$ cat config.mk
export PLATFORM = sky130hd
export DESIGN_NAME = lzsd_cmd_fifo
export DESIGN_NICKNAME = d
export VERILOG_FILES = /design/src/hw/rtl/lzss_stream_decoder_assert.svh /design/src/hw/rtl/lzsd_pkg.sv /design/src/hw/rtl/lzsd_cmd_fifo.sv
export SDC_FILE = /design/constraint.sdc
export NUM_CORES = 1
export LEC_CHECK = 0
export BUFFER_PORTS_ARGS = -buffer_cell sky130_fd_sc_hd__buf_4
export CAP_MARGIN = 20
export CORE_ASPECT_RATIO = 2
export CORE_MARGIN = 2
export CORE_UTILIZATION = 30
export CTS_BUF_LIST = sky130_fd_sc_hd__clkbuf_8
export DETAILED_ROUTE_END_ITERATION = 7
export GPL_TIMING_DRIVEN = 0
export SYNTH_ARGS = -nofsm -noshare
export SYNTH_HDL_FRONTEND = slang
export SYNTH_SLANG_ARGS = --single-unit
$ cat constraint.sdc
create_clock -name clk_i -period 2.4 [get_ports clk_i]
set_input_delay 0.36 -clock clk_i [delete_from_list [all_inputs] [get_ports clk_i]]
set_output_delay 0.36 -clock clk_i [all_outputs]
set_load 0.03 [all_outputs]
$ cat src/hw/rtl/lzss_stream_decoder_assert.svh
// ----------------------------------------------------------------------------
// lzss stream decoder assertion macros
// Shared property forms for the decoder's concurrent assertions.
// ----------------------------------------------------------------------------
`ifndef LZSS_STREAM_DECODER_ASSERT_SVH
`define LZSS_STREAM_DECODER_ASSERT_SVH

// consequent must hold in the same cycle as the antecedent
`define LZSD_ASSERT_NOW(lbl, clk, rst_n, ante, cons, msg) \
  lbl: assert property (@(posedge clk) disable iff (!(rst_n)) (ante) |-> (cons)) \
    else $error(msg);

// consequent must hold in the cycle after the antecedent
`define LZSD_ASSERT_NEXT(lbl, clk, rst_n, ante, cons, msg) \
  lbl: assert property (@(posedge clk) disable iff (!(rst_n)) (ante) |=> (cons)) \
    else $error(msg);

`endif

$ cat src/hw/rtl/lzsd_pkg.sv
// ----------------------------------------------------------------------------
// lzsd_pkg
// Types and constants shared by the lzss stream decoder modules.
// ----------------------------------------------------------------------------
package lzsd_pkg;

  // output limit register
  localparam int unsigned LIMIT_W = 20;
  localparam logic [LIMIT_W-1:0] LIMIT_RESET = 20'h44000;

  // window contents before anything is written
  localparam logic [7:0] FILL_BYTE = 8'h20;

  // start position sits this far below the window end
  localparam int unsigned START_GAP = 18;

  // flag byte is loaded with a marker in the upper half
  localparam logic [15:0] FLAG_MARK = 16'hFF00;

  // shortest back reference
  localparam logic [4:0] MATCH_MIN = 5'd3;

  // command queue
  localparam int unsigned CMDQ_DEPTH = 4;
  localparam int unsigned CMDQ_AW = 2;

  // command kinds passed from parser to executor
  typedef enum logic [1:0] {
    CMD_START = 2'd0,
    CMD_LIT   = 2'd1,
    CMD_COPY  = 2'd2
  } cmd_kind_e;

  // lo: literal byte or offset low byte, hi: second reference byte
  typedef struct packed {
    cmd_kind_e  kind;
    logic [7:0] lo;
    logic [7:0] hi;
  } cmd_t;

endpackage

$ cat src/hw/rtl/lzsd_cmd_fifo.sv
// ----------------------------------------------------------------------------
// lzsd_cmd_fifo
// Small command queue between parser and executor.
// ----------------------------------------------------------------------------
module lzsd_cmd_fifo (
  input  logic           clk_i,
  input  logic           rst_ni,
  input  logic           push_i,
  input  lzsd_pkg::cmd_t cmd_i,
  input  logic           pop_i,
  output logic           full_o,
  output logic           valid_o,
  output lzsd_pkg::cmd_t cmd_o
);

  lzsd_pkg::cmd_t                 slot_q [lzsd_pkg::CMDQ_DEPTH];
  logic [lzsd_pkg::CMDQ_AW-1:0]   wr_ptr_q, rd_ptr_q;
  logic [lzsd_pkg::CMDQ_AW:0]     count_q;
  logic                           do_push, do_pop;

  assign full_o  = (count_q == (lzsd_pkg::CMDQ_AW + 1)'(lzsd_pkg::CMDQ_DEPTH));
  assign valid_o = (count_q != '0);
  assign cmd_o   = slot_q[rd_ptr_q];
  assign do_push = push_i && !full_o;
  assign do_pop  = pop_i && valid_o;

  // storage
  always_ff @(posedge clk_i) begin
    if (do_push) begin
      slot_q[wr_ptr_q] <= cmd_i;
    end
  end

  // pointers and fill level
  always_ff @(posedge clk_i or negedge rst_ni) begin
    if (!rst_ni) begin
      wr_ptr_q <= '0;
      rd_ptr_q <= '0;
      count_q  <= '0;
    end else begin
      if (do_push) begin
        wr_ptr_q <= wr_ptr_q + 1'b1;
      end
      if (do_pop) begin
        rd_ptr_q <= rd_ptr_q + 1'b1;
      end
      if (do_push && !do_pop) begin
        count_q <= count_q + 1'b1;
      end else if (do_pop && !do_push) begin
        count_q <= count_q - 1'b1;
      end
    end
  end

endmodule

==> run_results.csv <==
group,metric,value,unit
sta,fin_crit_sh,0.918,
pwr,power_leakage,1.31,nW
sta,period_needed,2200,ps
logic_synthesis,ys_warn_count,0,
floorplan,core-area,9760,um2
floorplan,die_w,75.1,um
setup_path,cp_max_fo,10,
placement,place_congestion,0.683,
logic_synthesis,synth_seq_cells,79,
global_route,grt_pass1_wl,7.96,mm
clock_tree,ctsHoldBuffers,1,
setup_path,path_cells,"buf_2 > buf_2 > mux4_2 > buf_4",
clock_tree,cts_buffers,9,
setup_path,required,2040,ps
setup_path,cp.arrival,1840,ps
setup_path,start_kind,"register",
logic_synthesis,synthMuxAreaShare,0.142,
route,antenna_left,0,
worst_hold_path,hold_path_class,"in2reg",
run,cap_violations,0,
clock_tree,cts_root_buf,"clkbuf_8",
global_route,first_global_vias,1508,
placement,dp_hpwl,3.44,mm
logic_synthesis,synth_xor_area_frac,0.0173,
floorplan,core.rowCount,51,
placement,placed_cells,302,
setup_path,critPathLaunch,"rd_ptr_q[1]",
placement,numPortBuffers,41,
setup_path,path_class,"reg2out",
floorplan,io_pins,42,
setup_path,r2r-start,"count_q[0]",
clock_tree,cts_setup_buffers,0,
status,status,"complete, no violations",
route,wl,5.16,mm
final_layout,finalNetCount,210,
clock_tree,ctsResizeCount,0,
sta,tns,0,ps
pwr,p_per_area,1270,nW/um2
route,drc,0,
final_layout,drive_gt1_frac,0.449,
route,firstDrtPassIters,4,
logic_synthesis,mappedNetlistArea,3030,um2
logic_synthesis,ys_seq_area_frac,0.771,
final_layout,n_antenna_cell,0,
clock_tree,cts_tree,"built",
sta,slew_violations,0,
floorplan,start_util,0.310,
sta,setup_viol,0,
setup_path,max_stage_delay,370,ps
logic_synthesis,synth_simple_gate_area_share,0.0268,
clock_tree,clk_latency,350,ps
floorplan,die_y,146,um
setup_path,cp_common_cell,"buf_2",
logic_synthesis,synth_fa_ha_area_frac,0.0273,
clock_tree,cts.htree.levels,3,
logic_synthesis,synthCells,129,
sta,fin_worst_skew,11.0,ps
logic_synthesis,synth_compound_area_frac,0,
global_route,grt_max_degree,19,
logic_synthesis,synth_top_family_by_area,"multiplexers",
setup_path,cp_slowest_cell,"mux4_2",
sta,slew_headroom,0.654,
sta,worstMarginPinSlew,520,ps
logic_synthesis,synth_fp_nets,157,
setup_path,end_kind,"output pin",
final_layout,instances_no_fill,319,
sta,rsz0062_at_grt,"false",
sta,holdWs,204,ps
global_route,antenna_found_initial,0,
clock_tree,ctsLongestPathBuffers,2,
sta,hold_viol_final,0,
global_route,gr-total-overflow,0,
pwr,vdd_drop_max,0.593,mV
floorplan,dieArea,11000,um2
route,viasPerCell,4.24,
global_route,grt_use_total,0.107,
route,num_vias,1354,
clock_tree,clock-sinks,79,
logic_synthesis,syn_area_per_cell,23.5,um2
clock_tree,path_clk_slew,70,ps
route,drt_iter0_markers,98,
worst_hold_path,worstHoldStart,"cmd_i[2]",
sta,fmax,454,MHz
route,wl_per_cell,16.2,um
final_layout,area_growth,21.8,%
logic_synthesis,synth_cell_types,20,
[layer usage]
metal  GRT usage  vias to the layer above  wire, um
met4      0.0670                        0       114
met5           0                        -         0
met2       0.184                       41      3030
met1       0.107                      682      1760
met3      0.0311                        9       257
li1            -                      622         -
[flip-flops by register name (all words and copies together), names as in the netlist]
signal and flops:
wr_ptr_q 2, slot_q 72, rd_ptr_q 2, count_q 3
[power breakdown]
group | total (W) | internal [W] | switching (W) | leakage (nW)
clock network | 0.000885 | 0.000460 | 0.000426 | 0.109
registers | 0.00195 | 0.00184 | 0.000108 | 0.741
logic | 0.00185 | 0.000792 | 0.00105 | 0.462
[layout by cell type (no fill, tap or decap)]
cell type and n:
nor3b_4 1, xor2_1 2, nand3_1 1, buf_4 42
bufinv_16 1, edfxtp_1 72, buf_6 1, dfrtp_1 7
dlygate4sd3_1 1, nor2b_2 1, clkbuf_8 9, clkinv_2 1
mux4_2 18, inv_1 8, fa_1 1, nand2_1 1
or3_4 1, mux2_4 1, nor2_1 1, ha_1 5
xnor2_1 4, buf_2 3, mux2_2 1, and2_2 4
[Yosys cell counts]
cell      count  area share
mux2_4        1      0.0050
mux2_2        1      0.0037
mux4_2       18        0.13
nor3b_4       1      0.0062
nor2_1        1      0.0012
xor2_1        2      0.0058
buf_2         3      0.0050
xnor2_1       4       0.012
buf_4         1      0.0025
ha_1          5       0.021
nor2b_2       1      0.0029
and2_2        4      0.0099
or3_4         1      0.0037
edfxtp_1     72        0.71
nand2_1       1      0.0012
dfrtp_1       7       0.058
fa_1          1      0.0066
inv_1         3      0.0037
nand3_1       1      0.0016
buf_6         1      0.0037
[path summary, 6_finish.rpt]
| check | slack, ps | depth (start not counted) | endpoint |
|---|---|---|---|
| min in group asynchronous | 360 | 2 | count_q[0] |
| worst min-delay path | 200 | 1 | slot_q[0][2] |
| worst max-delay path | 200 | 4 | cmd_o[2] |
| max in group asynchronous | 1920 | 2 | wr_ptr_q[0] |
| worst min register to register | 510 | 1 | count_q[2] |
| worst max register to register | 280 | 8 | count_q[2] |
[critical path: cells and delay by family (launching register included)]
family	cells	cell delay (ps)
buffers and inverters	3	800
DFF	1	320
muxes	1	370
[cells by family (layout without fill, tap and decap cells)]
group | count (synthesis) | count (layout)
DFF | 79 | 79
xor gates and xnor gates | 6 | 6
buffers and inverters | 8 | 66
adders and majority gates | 6 | 6
muxes | 20 | 20
and+or+nand+nor | 10 | 10
[per-stage QoR]
| step | setup WS [ps] | total power, W | utilization | instance area, um2 |
|---|---|---|---|---|
| 4_1_cts | 129 | 0.00478 | 0.378 | 3690 |
| 3_3_place_gp | 255 | 0.00386 | 0.359 | 3500 |
| 6_report | 197 | 0.00468 | 0.378 | 3690 |
| 2_1_floorplan | 297 | 0.00325 | - | 3030 |
| 5_1_grt | 112 | 0.00493 | 0.378 | 3690 |
| 3_5_place_dp | 256 | 0.00389 | 0.359 | 3500 |
[area by class of cell]
class / count / area [um2]
Fill cell: 896 / 6070
Sequential cell: 79 / 2340
Multi-Input combinational cell: 42 / 648
Timing Repair Buffer: 42 / 318
Tap cell: 132 / 165
Clock buffer: 9 / 124
Clock inverter: 7 / 53.8
Buffer: 5 / 33.8
Inverter: 3 / 11.3
Note: power is estimated with default switching activity, not from simulation.
