==> config.mk <==
export PLATFORM = sky130hd
export DESIGN_NAME = lzsd_front
export DESIGN_NICKNAME = d
export VERILOG_FILES = /design/src/hw/rtl/lzss_stream_decoder_assert.svh /design/src/hw/rtl/lzsd_pkg.sv /design/src/hw/rtl/lzsd_front.sv
export SDC_FILE = /design/constraint.sdc
export NUM_CORES = 1
export LEC_CHECK = 0
export BUFFER_PORTS_ARGS = -buffer_cell sky130_fd_sc_hd__buf_4
export CAP_MARGIN = 0
export CORE_UTILIZATION = 45
export CTS_BUF_LIST = sky130_fd_sc_hd__clkbuf_4 sky130_fd_sc_hd__clkbuf_8
export CTS_CLUSTER_DIAMETER = 40
export CTS_CLUSTER_SIZE = 14
export DETAILED_ROUTE_END_ITERATION = 7
export PLACE_DENSITY = 0.72
export SYNTH_ARGS = -nofsm -noshare
export SYNTH_HDL_FRONTEND = slang
export SYNTH_SLANG_ARGS = --single-unit
export TNS_END_PERCENT = 100
==> constraint.sdc <==
create_clock -name clk_i -period 2 [get_ports clk_i]
set_input_delay 0.3 -clock clk_i [delete_from_list [all_inputs] [get_ports clk_i]]
set_output_delay 0.3 -clock clk_i [all_outputs]
set_load 0.05 [all_outputs]
==> src/hw/rtl/lzss_stream_decoder_assert.svh <==
// ----------------------------------------------------------------------------
// lzss stream decoder assertion macros
// Shared property forms for the decoder's concurrent assertions.
// ----------------------------------------------------------------------------
`ifndef LZSS_STREAM_DECODER_ASSERT_SVH
`define LZSS_STREAM_DECODER_ASSERT_SVH

// consequent must hold in the same cycle as the antecedent
`define LZSD_ASSERT_NOW(lbl, clk, rst_n, ante, cons, msg) \
  lbl: assert property (@(posedge clk) disable iff (!(rst_n)) (ante) |-> (cons)) \
    else $error(msg);

// consequent must hold in the cycle after the antecedent
`define LZSD_ASSERT_NEXT(lbl, clk, rst_n, ante, cons, msg) \
  lbl: assert property (@(posedge clk) disable iff (!(rst_n)) (ante) |=> (cons)) \
    else $error(msg);

`endif

==> src/hw/rtl/lzsd_pkg.sv <==
// ----------------------------------------------------------------------------
// lzsd_pkg
// Types and constants shared by the lzss stream decoder modules.
// ----------------------------------------------------------------------------
package lzsd_pkg;

  // output limit register
  localparam int unsigned LIMIT_W = 20;
  localparam logic [LIMIT_W-1:0] LIMIT_RESET = 20'h44000;

  // window contents before anything is written
  localparam logic [7:0] FILL_BYTE = 8'h20;

  // start position sits this far below the window end
  localparam int unsigned START_GAP = 18;

  // flag byte is loaded with a marker in the upper half
  localparam logic [15:0] FLAG_MARK = 16'hFF00;

  // shortest back reference
  localparam logic [4:0] MATCH_MIN = 5'd3;

  // command queue
  localparam int unsigned CMDQ_DEPTH = 4;
  localparam int unsigned CMDQ_AW = 2;

  // command kinds passed from parser to executor
  typedef enum logic [1:0] {
    CMD_START = 2'd0,
    CMD_LIT   = 2'd1,
    CMD_COPY  = 2'd2
  } cmd_kind_e;

  // lo: literal byte or offset low byte, hi: second reference byte
  typedef struct packed {
    cmd_kind_e  kind;
    logic [7:0] lo;
    logic [7:0] hi;
  } cmd_t;

endpackage

==> src/hw/rtl/lzsd_front.sv <==
// ----------------------------------------------------------------------------
// lzsd_front
// Parses the compressed byte stream into stream start, literal and copy
// commands for the executor.
// ----------------------------------------------------------------------------
module lzsd_front (
  input  logic          clk_i,
  input  logic          rst_ni,
  input  logic          in_valid_i,
  output logic          in_stall_o,
  input  logic [7:0]    data_byte_i,
  input  logic          first_of_stream_i,
  input  logic          full_i,
  output logic          push_o,
  output lzsd_pkg::cmd_t cmd_o
);

  localparam logic [1:0] PH_FLAG   = 2'd0;
  localparam logic [1:0] PH_ITEM   = 2'd1;
  localparam logic [1:0] PH_SECOND = 2'd2;

  logic [1:0]  phase_q, phase_d;
  logic [15:0] flag_q, flag_d;
  logic [7:0]  lo_q, lo_d;
  logic        accept;
  logic [1:0]  cur_phase;
  logic [15:0] cur_flag;
  logic [15:0] next_flag;

  // stall only when the queue has no room
  assign in_stall_o = full_i;
  assign accept     = in_valid_i && !full_i;

  // a stream start forces the byte to be read as a flag byte
  assign cur_phase = first_of_stream_i ? PH_FLAG : phase_q;
  assign cur_flag  = first_of_stream_i ? 16'h0000 : flag_q;
  assign next_flag = {1'b0, cur_flag[15:1]};

  // parser
  always_comb begin
    phase_d = phase_q;
    flag_d  = flag_q;
    lo_d    = lo_q;
    push_o  = 1'b0;
    cmd_o   = '{kind: lzsd_pkg::CMD_START, lo: data_byte_i, hi: data_byte_i};
    if (accept) begin
      if (first_of_stream_i) begin
        push_o = 1'b1;
        lo_d   = 8'h00;
      end
      unique case (cur_phase)
        PH_ITEM: begin
          if (cur_flag[0]) begin
            push_o     = 1'b1;
            cmd_o.kind = lzsd_pkg::CMD_LIT;
            flag_d     = next_flag;
            phase_d    = (next_flag[15:8] == 8'h00) ? PH_FLAG : PH_ITEM;
          end else begin
            lo_d    = data_byte_i;
            phase_d = PH_SECOND;
          end
        end
        PH_SECOND: begin
          push_o     = 1'b1;
          cmd_o.kind = lzsd_pkg::CMD_COPY;
          cmd_o.lo   = lo_q;
          flag_d     = next_flag;
          phase_d    = (next_flag[15:8] == 8'h00) ? PH_FLAG : PH_ITEM;
        end
        default: begin
          flag_d  = lzsd_pkg::FLAG_MARK | {8'h00, data_byte_i};
          phase_d = PH_ITEM;
        end
      endcase
    end
  end

  // parser state
  always_ff @(posedge clk_i or negedge rst_ni) begin
    if (!rst_ni) begin
      phase_q <= PH_FLAG;
      flag_q  <= 16'h0000;
      lo_q    <= 8'h00;
    end else begin
      phase_q <= phase_d;
      flag_q  <= flag_d;
      lo_q    <= lo_d;
    end
  end

endmodule

==> flow_summary.toml, run 1 <==
[run_status]
status = "complete, but fails checks"
violations = "negative setup slack"

[cts]
path_clk_slew_ps = 140
cts_tree = "built"
htree_levels = 1
clk_latency_ps = 320
clock_path_buffers = 2
clockRootBuffer = "clkbuf_4"
cts_sinks = 26
numCtsBuffers = 3

[sta]
worst_slew_pin_slew_ps = 774
layout_setup_ws_ps = -37.0
slew_headroom = 0.480
finalCritPeriodShare = 1.02
hold_violations = 0
holdWs_ps = 225
grt_setup_unrepaired = "true"
min_period_ps = 2040
clock.fmax_mhz = 491
slew_violations = 0
setup_viol = 9
finClkSkew_ps = 3.79

[placed_design]
numPortBuffers = 32
dp_hpwl_mm = 1.96
place_congestion = 0.776

[floorplanning]
die_w_um = 58.5
start_util = 0.471
core-area_mm2 = 0.00305
dieArea_mm2 = 0.00343
ios = 33
rows = 20
fp.dieH_um = 58.5

[detailed_routing]
antenna_left = 0
first_pass_iters = 4
drcViolationCount = 0
wire_per_inst_um = 15.4
finalWirelength_mm = 3.13
drtIter0Drc = 48
via_per_inst = 5.24
vias = 1064

[grt]
antenna_found_initial = 0
grt_pass1_vias = 1084
grtUsageTotal = 0.196
grt_max_degree = 27
grt_overflow = 0
grt_pass1_wl_mm = 5.05

[worst_setup_path]
cp-end-kind = "output pin"
path_max_fanout = 8
cp.arrival_ps = 1740
path_class = "register to output pin"
critPathRequiredTime_ps = 1700
worst_setup_path_start_kind = "register"

[pwr]
vdd.ir_drop.worst_mv = 0.533
leakagePower_nw = 0.980
total_power_mw = 1.77
p_per_area_mw_per_mm2 = 899

[cells_and_area]
drive_above_1_share = 0.491
syn2layout_area_growth_pct = 37.0
postLayoutCoreUtil = 0.645
nFillCells = 256
antenna_cells = 0
final_nets = 176

[logic_synthesis]
ys_warn_count = 0
yosys.cell_types.count = 28
synth_seq_cells = 26
postSynthAreaPerCell_um2 = 11.6
netlist_area_mm2 = 0.00144
ys_seq_area_frac = 0.452
syn_inst = 124
syn-num-nets = 140

[hold_path]
hp-class = "primary input to register"

[job]
drv_cap = 0
[placed cells by master (no fill, tap or decap), drive strengths merged, types with 2 or more instances in the layout]
cell type / netlist / layout
ha: 3 / 3
nand2: 3 / 3
mux2: 17 / 17
nand2b: 2 / 2
clkbuf: 3 / 3
inv: 10 / 10
buf: 11 / 44
a22o: 17 / 17
dfrtp: 26 / 26
a21oi: 9 / 9
nor2b: 2 / 2
mux2i: 7 / 7
nor4: 2 / 2
nor2: 3 / 3
[metal layers]
metal  track usage  routed length, um  vias to the layer above
li1              -                  -                      507
met4        0.0476                 36                        0
met2         0.333               1620                       22
met1         0.251               1360                      531
met3        0.0505                113                        4
met5             0                  0                        -
[worst max-delay path, cell delays in order, from the launching register on]
cell and delay, ps:
dfrtp_1 420, nand2_2 90, inv_2 70, ha_4 170
nand2_4 60, buf_12 130, mux2_4 320, buf_8 150
[area by class of cell]
class,count,area [um^2],share of cell area
Clock buffer,3,22.5,0.0114
Inverter,10,37.5,0.0190
Tap cell,44,55.1,0.0279
Clock inverter,1,30.0,0.0152
Multi-Input combinational cell,74,746,0.378
Sequential cell,26,651,0.330
Timing Repair Buffer,45,429,0.218
[synthesized netlist by cell type (all sizes together)]
cell     count  area (um^2)
nand2        3         11.3
nor2         3         11.3
clkbuf       3         11.3
a2bb2oi      1         8.76
a21oi        9         56.3
a211oi       1         7.51
nand3b       1         7.51
a21o         1         7.51
buf         11         92.6
inv         10         37.5
and2         1         6.26
nand2b       2         22.5
mux2i        7         70.1
nor4         2         12.5
nor3         1         5.00
ha           3         37.5
o21bai       1         7.51
dfrtp       26          651
o21ai        1         5.00
nor2b        2         12.5
and3         1         6.26
mux2        17          203
a22o        17          149
[final timing paths]
check | start | to | slack, ps | depth (start not counted)
worst max-delay path | phase_q[1] | cmd_o[11] | -40 | 7
worst min-delay path | data_byte_i[1] | lo_q[1] | 220 | 2
worst max register to register | phase_q[0] | lo_q[7] | 90 | 6
worst min register to register | lo_q[4] | lo_q[4] | 520 | 1
max in group asynchronous | rst_ni | phase_q[0] | 1350 | 2
min in group asynchronous | rst_ni | flag_q[0] | 400 | 2
[registers in the layout, indices dropped and copies added, names as in the netlist]
name,count
phase_q,2
lo_q,8
flag_q,16
[what timing repair did]
item                       in CTS  in global routing
pin swaps                       5                  0
cloned                          0                  0
setup endpoints to repair       9                 18
hold endpoints to repair       26                  0
hold buffers                    1                  0
resized for setup              30                  1
buffers inserted                3                  2
[through the flow]
step	setup TNS, ps	setup slack (ps)	std cells	cell area (um^2)
3_3_place_gp	0	88.4	193	1750
5_1_grt	-955	-108	203	1970
4_1_cts	-69.6	-10.4	201	1950
6_report	-249	-37.0	203	1970
3_5_place_dp	0	49.0	193	1750
2_1_floorplan	0	5.91	124	1500
[power breakdown]
part / internal (mW) / leakage (nW) / switching (mW)
clock network: 0.203 / 0.0279 / 0.153
logic: 0.326 / 0.644 / 0.307
registers: 0.673 / 0.308 / 0.111
total: 1.20 / 0.980 / 0.571
[cell families (layout without fill, tap and decap cells)]
family,after synthesis,after routing,synth area share
AND/OR/NAND/NOR,16,16,0.0661
multiplexers,24,24,0.190
AO/OA/AOI/OAI,31,31,0.168
adder cells (fa/ha/maj),3,3,0.0261
flip-flops,26,26,0.452
buffers and inverters,24,59,0.0983
Note: power is estimated with default switching activity, not from simulation.
==> inputs of run 2 (changes only) <==
==> constraint.sdc (replaced) <==
create_clock -name clk_i -period 2 [get_ports clk_i]
set_input_delay 0.2 -clock clk_i [delete_from_list [all_inputs] [get_ports clk_i]]
set_output_delay 0.2 -clock clk_i [all_outputs]
set_load 0.05 [all_outputs]
==> run 2 against run 1 <==
Effect of this change: the run now ends clean; via count shrank 2.3%; register-to-register slack gained 90 ps; non-clock buffer count shrank 7; final cell count shrank 3.4%; highest routed layer unchanged; die area is the same; first-iteration DRC count shrank 60%; wire length shrank 6.3%; largest cell class unchanged; total power shrank 3.4%; maximum frequency grew 4.3%; global-route usage shrank 0.87 points.
==> flow_summary.toml, run 2 (synthesis gave the netlist of run 1 again) <==
[detailed_routing]
highest_layer = "met4"
wl_met1_mm = 1.29
finalWirelength_mm = 2.93
wire_per_inst_um = 15.0
routed-wl-met2_mm = 1.51
drtIter0Drc = 19
drcViolationCount = 0
vias = 1040
dr_wl_met3_um = 111
via_per_inst = 5.31
antenna_left = 0
first_pass_iters = 4

[grt]
grt_overflow = 0
grtUsageTotal = 0.188
grt_pass1_wl_mm = 4.91
grt_max_degree = 27
antenna_found_initial = 0
grt_pass1_vias = 1109

[worst_setup_path]
worst_setup_path_start_kind = "register"
worstReg2RegEnd = "lo_q[7]"
path_class = "register to output pin"
reg2reg_depth = 6
cp.arrival_ps = 1750
cp-end-kind = "output pin"
path_max_fanout = 5
critPathRequiredTime_ps = 1800
reg2reg_from = "phase_q[0]"
ff2ff_setup_slack_ps = 180

[placed_design]
place_ws_ps = 45.5
place_congestion = 0.715
numPortBuffers = 32
dp_hpwl_mm = 2.00
place_inst = 191

[cells_and_area]
postLayoutCoreUtil = 0.592
reg_top3 = "flag_q x16, lo_q x8, phase_q x2"
mostFrequentLayoutCell = "buf_4"
syn2layout_area_growth_pct = 25.6
most-common-layout-cells = "36 x buf_4, 26 x dfrtp_1, 17 x a22o_1"
finalNonFillerCells = 196
regMostFlops = "flag_q"
final_nets = 169
antenna_cells = 0
largest_reg_flops = 16
drive_above_1_share = 0.461

[sta]
layout_setup_ws_ps = 46.7
setup_viol = 0
finalCritPeriodShare = 0.977
min_period_ps = 1950
slew_headroom = 0.573
finClkSkew_ps = 4.38
worst_slew_pin_slew_ps = 637
hold_violations = 0
clock.fmax_mhz = 512
grt_setup_unrepaired = "true"
slew_violations = 0

[cts]
numCtsBuffers = 3
clk_latency_ps = 320
clockRootBuffer = "clkbuf_4"
cts_sinks = 26
cts_setup_buffers = 0
clock_path_buffers = 2
path_clk_slew_ps = 150
cts_tree = "built"
htree_levels = 1

[hold_path]
hold_end = "lo_q[2]"
hp-start = "data_byte_i[2]"
hp-class = "primary input to register"
hold_depth = 2

[floorplanning]
core-area_mm2 = 0.00305
dieArea_mm2 = 0.00343
ios = 33
die_w_um = 58.5
rows = 20
start_util = 0.471
fp.dieH_um = 58.5

[job]
drv_cap = 0

[pwr]
vdd.ir_drop.worst_mv = 0.425
p_per_area_mw_per_mm2 = 948
leakagePower_nw = 0.863
total_power_mw = 1.71

[run_status]
status = "complete, no violations"
-- run 2: cell count changes in the layout (fill, tap and decap cells not counted), sizes merged --
cell	previous run	this run
buf	44	37
-- run 2: per-stage QoR --
step,setup TNS (ps),instance area (um^2),hold WS [ps]
after CTS,-343,1750,102
final,0,1810,113
after detailed placement,0,1680,131
after global placement,0,1680,125
after global routing,-20.9,1810,97.6
after floorplan,0,1460,-95.6
-- run 2: worst max-delay path by stage --
| stage | slack [ps] | from | endpoint |
|---|---|---|---|
| 2_1_floorplan | 10 | first_of_stream_i | push_o |
| 3_3_place_gp | 130 | first_of_stream_i | cmd_o[9] |
| 3_5_place_dp | 50 | first_of_stream_i | cmd_o[11] |
| 4_1_cts | -70 | phase_q[1] | push_o |
| 5_1_grt | -20 | phase_q[1] | push_o |
| 6_report | 50 | phase_q[1] | push_o |
-- run 2: report_power, final --
| part | switching [mW] | internal [mW] |
|---|---|---|
| Clock | 0.164 | 0.203 |
| Sequential | 0.104 | 0.673 |
| Combinational | 0.290 | 0.278 |
-- run 2: final cells by class --
type / count / area (um^2)
fill: 252 / 1250
multi-input combinational: 74 / 719
sequential: 26 / 651
timing repair buffer: 38 / 292
tap: 44 / 55.1
inverter: 10 / 37.5
clock inverter: 1 / 30.0
clock buffer: 3 / 22.5
-- run 2: worst max-delay path, stage by stage, from the launching register on --
cell and delay (ps):
dfrtp_1 420, nand2_2 90, inv_2 60, ha_4 240, o21bai_1 190, a211oi_4 240
buf_6 190
-- run 2: timing repair --
action / CTS / global route
endpoints found under the hold margin: 26 / 0
resized for setup: 3 / 11
setup endpoints to repair: 9 / 9
hold buffers: 1 / 0
-- run 2: layer usage --
metal | track usage | up-vias
li1 | - | 487
met1 | 0.236 | 524
met2 | 0.319 | 27
met3 | 0.0308 | 2
met4 | 0.0816 | 0
met5 | 0 | -
